[src/rtl/assert_macros.svh]
// assertion macros shared by the inversion counter rtl
// expects clk_i and rst_ni in the scope of use
`ifndef ASSERT_MACROS_SVH
`define ASSERT_MACROS_SVH

// property checked every cycle outside reset
`define IC_ASSERT(name, prop, msg) \
  name: assert property (@(posedge clk_i) disable iff (!rst_ni) (prop)) \
    else $error(msg);

// consequent must hold in the cycle after the antecedent
`define IC_ASSERT_NEXT(name, ante, cons, msg) \
  name: assert property (@(posedge clk_i) disable iff (!rst_ni) (ante) |=> (cons)) \
    else $error(msg);

`endif

[src/rtl/ic_pkg.sv]
// ic_pkg: shared types and constants of the inversion counter
// no dependencies
`timescale 1ns / 1ps
`default_nettype none

package ic_pkg;

  localparam int unsigned MaxItemsDefault = 1024;
  localparam int unsigned ValueW          = 32;
  localparam int unsigned CountW          = 19;

  typedef logic signed [ValueW-1:0] value_t;
  typedef logic [CountW-1:0]        count_t;

  localparam count_t CountMax = '1;

  // top level to merge sequencer
  typedef struct packed {
    logic start;
    logic ack;
  } ic_ctl_t;

  // merge sequencer to top level
  typedef struct packed {
    logic busy;
    logic done;
  } ic_sts_t;

endpackage

`default_nettype wire

[src/rtl/ic_merge.sv]
// ic_merge: bottom-up merge sort sequencer with one shared compare/count unit
// depends on ic_pkg and assert_macros.svh
`timescale 1ns / 1ps
`default_nettype none

module ic_merge import ic_pkg::*; #(
  parameter int unsigned MaxItems = MaxItemsDefault,
  localparam int unsigned AddrW = $clog2(MaxItems),
  localparam int unsigned NumW  = AddrW + 1
) (
  input  wire logic             clk_i,
  input  wire logic             rst_ni,
  input  wire ic_ctl_t          ctl_i,
  input  wire logic [NumW-1:0]  n_i,
  output ic_sts_t               sts_o,
  output count_t                count_o,
  output logic                  src_o,
  output logic      [AddrW-1:0] rd_addr_a_o,
  output logic      [AddrW-1:0] rd_addr_b_o,
  input  wire value_t           rd_data_a_i,
  input  wire value_t           rd_data_b_i,
  output logic                  wr_en_o,
  output logic      [AddrW-1:0] wr_addr_o,
  output value_t                wr_data_o
);

  localparam int unsigned SumW = ((NumW > CountW) ? NumW : CountW) + 1;

  typedef enum logic [5:0] {
    ST_IDLE = 6'b000001,
    ST_MID  = 6'b000010,
    ST_HI   = 6'b000100,
    ST_RD   = 6'b001000,
    ST_CMP  = 6'b010000,
    ST_DONE = 6'b100000
  } ic_state_e;

  ic_state_e       state_q, state_d;
  logic [NumW-1:0] n_q, n_d;
  logic [NumW-1:0] width_q, width_d;
  logic [NumW-1:0] lo_q, lo_d;
  logic [NumW-1:0] mid_q, mid_d;
  logic [NumW-1:0] hi_q, hi_d;
  logic [NumW-1:0] a_q, a_d;
  logic [NumW-1:0] b_q, b_d;
  logic [NumW-1:0] k_q, k_d;
  logic [NumW-1:0] rem_q, rem_d;
  logic            src_q, src_d;
  count_t          cnt_q, cnt_d;

  logic [NumW-1:0] span_base;
  logic [NumW-1:0] span_end;
  logic [NumW-1:0] width_dbl;
  logic [NumW-1:0] k_inc;
  logic [SumW-1:0] sum_w;
  count_t          cnt_sat;
  logic            take_a;

  // shared run-boundary unit: base + width clipped to n
  assign span_base = (state_q == ST_MID) ? lo_q : mid_q;
  assign span_end  = ((n_q - span_base) > width_q) ? (span_base + width_q) : n_q;
  assign width_dbl = {width_q[NumW-2:0], 1'b0};
  assign k_inc     = k_q + NumW'(1);

  // left run still waiting is counted when the right head goes first
  assign sum_w   = SumW'(cnt_q) + SumW'(rem_q);
  assign cnt_sat = (sum_w > SumW'(CountMax)) ? CountMax : sum_w[CountW-1:0];
  assign take_a  = (rem_q != '0) && ((b_q == hi_q) || (rd_data_a_i <= rd_data_b_i));

  always_comb begin
    state_d = state_q;
    n_d     = n_q;
    width_d = width_q;
    lo_d    = lo_q;
    mid_d   = mid_q;
    hi_d    = hi_q;
    a_d     = a_q;
    b_d     = b_q;
    k_d     = k_q;
    rem_d   = rem_q;
    src_d   = src_q;
    cnt_d   = cnt_q;
    wr_en_o = 1'b0;
    case (state_q)
      ST_IDLE: begin
        if (ctl_i.start) begin
          n_d     = n_i;
          cnt_d   = '0;
          src_d   = 1'b0;
          width_d = NumW'(1);
          lo_d    = '0;
          state_d = (n_i <= NumW'(1)) ? ST_DONE : ST_MID;
        end
      end
      ST_MID: begin
        mid_d   = span_end;
        a_d     = lo_q;
        k_d     = lo_q;
        state_d = ST_HI;
      end
      ST_HI: begin
        hi_d    = span_end;
        b_d     = mid_q;
        rem_d   = mid_q - lo_q;
        state_d = ST_RD;
      end
      ST_RD: begin
        state_d = ST_CMP;
      end
      ST_CMP: begin
        wr_en_o = 1'b1;
        k_d     = k_inc;
        if (take_a) begin
          a_d   = a_q + NumW'(1);
          rem_d = rem_q - NumW'(1);
        end else begin
          b_d   = b_q + NumW'(1);
          cnt_d = cnt_sat;
        end
        if (k_inc == hi_q) begin
          lo_d    = hi_q;
          state_d = ST_MID;
          if (hi_q == n_q) begin
            // pass complete: swap banks and double the run length
            src_d   = ~src_q;
            width_d = width_dbl;
            lo_d    = '0;
            state_d = (width_dbl >= n_q) ? ST_DONE : ST_MID;
          end
        end else begin
          state_d = ST_RD;
        end
      end
      ST_DONE: begin
        if (ctl_i.ack) begin
          state_d = ST_IDLE;
        end
      end
      default: begin
        state_d = ST_IDLE;
      end
    endcase
  end

  always_ff @(posedge clk_i or negedge rst_ni) begin
    if (!rst_ni) begin
      state_q <= ST_IDLE;
      n_q     <= '0;
      width_q <= '0;
      lo_q    <= '0;
      mid_q   <= '0;
      hi_q    <= '0;
      a_q     <= '0;
      b_q     <= '0;
      k_q     <= '0;
      rem_q   <= '0;
      src_q   <= 1'b0;
      cnt_q   <= '0;
    end else begin
      state_q <= state_d;
      n_q     <= n_d;
      width_q <= width_d;
      lo_q    <= lo_d;
      mid_q   <= mid_d;
      hi_q    <= hi_d;
      a_q     <= a_d;
      b_q     <= b_d;
      k_q     <= k_d;
      rem_q   <= rem_d;
      src_q   <= src_d;
      cnt_q   <= cnt_d;
    end
  end

  assign sts_o.busy  = (state_q != ST_IDLE);
  assign sts_o.done  = (state_q == ST_DONE);
  assign count_o     = cnt_q;
  assign src_o       = src_q;
  assign rd_addr_a_o = a_q[AddrW-1:0];
  assign rd_addr_b_o = b_q[AddrW-1:0];
  assign wr_addr_o   = k_q[AddrW-1:0];
  assign wr_data_o   = take_a ? rd_data_a_i : rd_data_b_i;

  `include "assert_macros.svh"

  `IC_ASSERT(a_write_in_run, (state_q == ST_CMP) |-> (k_q < hi_q), "merge write beyond run end")
  `IC_ASSERT(a_left_remaining, (state_q == ST_CMP) |-> (rem_q == (mid_q - a_q)), "left count out of step")

endmodule

`default_nettype wire

[config.mk]
export PLATFORM = sky130hd
export DESIGN_NAME = ic_merge
export DESIGN_NICKNAME = d
export VERILOG_FILES = /design/src/rtl/ic_pkg.sv /design/src/rtl/ic_merge.sv
export VERILOG_INCLUDE_DIRS = /design/src /design/src/rtl
export SDC_FILE = /design/constraint.sdc
export NUM_CORES = 1
export LEC_CHECK = 0
export BUFFER_PORTS_ARGS = -buffer_cell sky130_fd_sc_hd__buf_2
export CORE_MARGIN = 3
export CORE_UTILIZATION = 63
export DETAILED_ROUTE_END_ITERATION = 10
export MAX_ROUTING_LAYER = met4
export PLACE_DENSITY = 0.88
export SYNTH_ARGS = -nofsm -noshare
export SYNTH_HDL_FRONTEND = slang
export SYNTH_SLANG_ARGS = --single-unit
[constraint.sdc]
create_clock -name clk_i -period 8 [get_ports clk_i]
set_clock_uncertainty 0.15 [all_clocks]
set_input_delay 0.4 -clock clk_i [delete_from_list [all_inputs] [get_ports clk_i]]
set_output_delay 0.4 -clock clk_i [all_outputs]
set_load 0.005 [all_outputs]
==> results by group <==
Die
  – Ports: 164
  – Row Count: 45
  – Die Wd: 132.9 um
  – Initial Utilization: 65.51%
  – Die area: 17660 um2
  – Die Height: 132.9 um
  – Core Box Area: 15480 um2

STA
  – RSZ-0062 raised after global routing: false
  – Rel. slew slack: 32.93%
  – Fin. max-slew vios: 0
  – Final setup fails: 0
  – Min cycle time layout: 5.567 ns
  – Period utilisation layout: 69.59%
  – Final hold vios: 0
  – Worst slew pin tran: 1.006 ns
  – Fmax: 179.6 MHz
  – Fin Setup TNS: 0 ns

Worst setup path
  – Slowest stage cell, crit path: dfstp_2
  – CP Depth: 24
  – Endpoint class of the critical path: register
  – RR Startpoint: state_q[0]
  – Worst r2r dst: mid_q[7]
  – Critical path origin: state_q[0]
  – Critical path buffer and inverter count: 3
  – Crit path max fanout: 36
  – Worst EP required: 8.23 ns
  – Crit start category: register
  – CP peak stage delay: 0.53 ns
  – Critical path arrival: 5.79 ns
  – Worst path most repeated cell: nand2_1
  – R2R Setup Slk: 2.43 ns
  – R2R depth: 24
  – CP cell instances: nand3b_1, buf_4, inv_1, nand2_1, nand2_1, ha_1, fa_1, nor2b_1, o21ai_0, a21boi_0, o21a_1, nor2_1, o21a_1, o31ai_1, xnor2_1, ha_1, nand4_1, nor3_1, nand3b_1, o22ai_1, buf_4, mux2i_1, nand2_1, nand2_1
  – Critical path type: reg2reg
  – CP delay by family, top: compound AO/OA/AOI/OAI gates
  – Critical Path Sink: mid_q[7]

Power
  – Clk network pwr share: 20.2%
  – Power Internal: 2.154 mW
  – Net Sw Frac: 43.98%
  – Static leakage: 5.536 nW
  – Part of the power in combinational logic: 53.0%
  – Peak VDD IR: 0.0002200 V
  – Pwr per Cell Area: 334.5 nW/um2
  – Flop pwr share: 26.9%
  – Net Sw Power: 1.690 mW

Clock network
  – TritonCTS buffer count: 17
  – Clock buffer depth: 2
  – CTS tree: built
  – CTS Sinks: 124
  – Clk pin slew, worst setup/hold paths: 0.06 ns
  – Worst-Skew Late Latency: 0.44 ns
  – Setup bufs post-CTS: 0
  – Clock root cell: clkbuf_16
  – H-Tree Depth: 4

Yosys
  – Sequential share of the synthesized area: 30.60%
  – EDFF count, synth: 0
  – Post-Syn Nets: 1386
  – Syn. warnings: 0
  – Syn Area/Cell: 8.418 um2
  – Synthesized flop and latch total: 124
  – Synth cell types: 75
  – Main synth FF type: dfrtp_1
  – Syn Std Cell Area: 10140 um2
  – Post-synth ARST share: 100.0%
  – Syn Inst Count: 1205

Detailed routing
  – DRT Pass-1 Iters: 6
  – Initial DRC Count: 1033
  – DR vias: 9720
  – DRC viols: 0
  – Vias per cell: 6.304
  – Final WL: 28.18 mm
  – Wirelength per Cell: 18.27 um
  – Post-DRT Antenna Nets: 0

Finish
  – Syn-to-layout area delta: 13.30%
  – Final cell count without fillers: 1542
  – Share of cells above drive strength 1: 19.31%
  – Fin util: 74.22%
  – Reg area: 3104 um2
  – Nets: 1499
  – Multi-input logic area: 6272 um2
  – FILL cells: 1121
  – Ant. Diodes: 0
  – Fin area: 11490 um2

Placement
  – Routability congestion estimate: 0.9268
  – Placed cells: 1509
  – DP Wirelength: 20.73 mm
  – DP Area: 10890 um2
  – IO Port Bufs: 163

Worst hold path
  – HP Start: n_i[0]
  – Min-delay worst type: in2reg

GRT
  – First-pass GRT wire length: 46.42 mm
  – Vias in the first global route: 9487
  – Initial antenna violation count: 0
  – Largest net degree at the start of global routing: 67
  – Total GRT Usage: 33.03%
  – GRT overflow: 0

Run
  – Total of max-cap violations: 0

Status
  – Outcome: finished, final reports clean
-- worst min path at each step --
stage,slack [ns],end,cells after the start
floorplan,-0.05,a_q[0],0
global placement,0.34,lo_q[9],2
detailed placement,0.35,lo_q[9],2
CTS,0.02,n_q[0],3
global route,0.04,n_q[0],3
finish,0.02,n_q[0],3
-- cell families after synthesis --
kind of cell,after synthesis,synth area share (%)
xor gates and xnor gates,69,5.958
buffers and inverters,177,7.574
muxes,53,5.637
DFF,124,30.60
and+or+nand+nor,384,18.28
AOI/OAI and AO/OA,296,19.07
adders and majority gates,102,12.88
-- sequential cells by signal (all words and copies together) (netlist names) --
name	count
a_q	10
b_q	11
count_o	19
hi_q	11
k_q	11
lo_q	11
mid_q	11
n_q	11
rem_q	11
src_o	1
state_q	6
width_q	11
-- metrics by stage --
| stage | hold slack, ns | power [mW] | worst slack (ns) |
|---|---|---|---|
| detailed placement | 0.3485 | 2.995 | 2.661 |
| global route | 0.04340 | 4.119 | 1.958 |
| floorplan | -0.04559 | 2.486 | 3.026 |
| global placement | 0.3380 | 2.900 | 2.956 |
| CTS | 0.02058 | 3.800 | 2.526 |
| finish | 0.02130 | 3.844 | 2.433 |
-- repair_timing --
item	in CTS	in global routing
setup endpoints to repair	0	0
gates resized for setup	0	0
hold buffers	1	0
endpoints found under the hold margin	65	0
-- cell usage in the layout (no fill, tap or decap), types with 20 or more instances in the layout --
master   synthesis  layout
a21oi_1         59      59
buf_2           11     162
dfrtp_1        123     123
ha_1            98      98
inv_1           97      97
mux2_2          33      33
mux2i_1         20      20
nand2_1        154     154
nand3_1         29      29
nand4_1         21      21
nor2_1          63      63
nor3_1          23      23
o21ai_0         95      95
xnor2_1         54      54
-- synth_stat cells (9+ instances only) --
library cell	number	area share, %
a211oi_1	10	0.74
a22o_1	10	0.86
a31oi_1	11	0.68
nor2b_1	14	0.86
xnor2_1	54	4.7
o311ai_0	12	1.0
mux2_2	33	3.7
and3_1	12	0.74
o21a_1	16	1.2
a21oi_1	59	2.9
nor3_1	23	1.1
a21o_1	9	0.67
buf_2	11	0.54
or3_1	10	0.62
dfrtp_1	123	30
xor2_1	15	1.3
mux2i_1	20	2.0
o21ai_0	95	4.7
o211ai_1	10	0.74
nand2_1	154	5.7
nor4_1	11	0.68
nand3_1	29	1.4
nand2b_1	9	0.56
nand4_1	21	1.3
ha_1	98	12
clkbuf_1	43	1.6
nor2_1	63	2.3
buf_4	22	1.6
inv_1	97	3.6
-- routing by layer --
metal	GRT usage (%)	share of wire (%)
met4	13.51	3.8
met1	40.79	40
met2	52.43	46
met3	7.643	10
met5	-	0
-- power groups by stage --
stage | sequential [mW] | clock [mW] | combinational [mW]
final | 1.03 | 0.776 | 2.04
after detailed placement | 1.02 | 0 | 1.97
after global placement | 1.02 | 0 | 1.88
after floorplan | 0.902 | 0 | 1.58
after global routing | 1.05 | 0.808 | 2.26
after CTS | 1.02 | 0.777 | 2.01
-- worst register-to-register path: cells and delay by family (launching register included) --
| family | cells | cell delay, ns |
|---|---|---|
| AOI/OAI and AO/OA | 6 | 1.27 |
| xor gates and xnor gates | 1 | 0.18 |
| adders and majority gates | 3 | 0.93 |
| buffers and inverters | 3 | 1.06 |
| DFF | 1 | 0.53 |
| muxes | 1 | 0.31 |
| and+or+nand+nor | 10 | 1.08 |
-- layout make-up --
type / count / share of cell area (%)
multi-input cells: 904 / 54.58
flip-flops and latches: 124 / 27.01
repair buffers: 173 / 7.795
clock buffers: 21 / 4.094
inverters: 98 / 3.201
well taps: 211 / 2.297
clock inverters: 11 / 1.023
(Power assumes the default switching activity.)
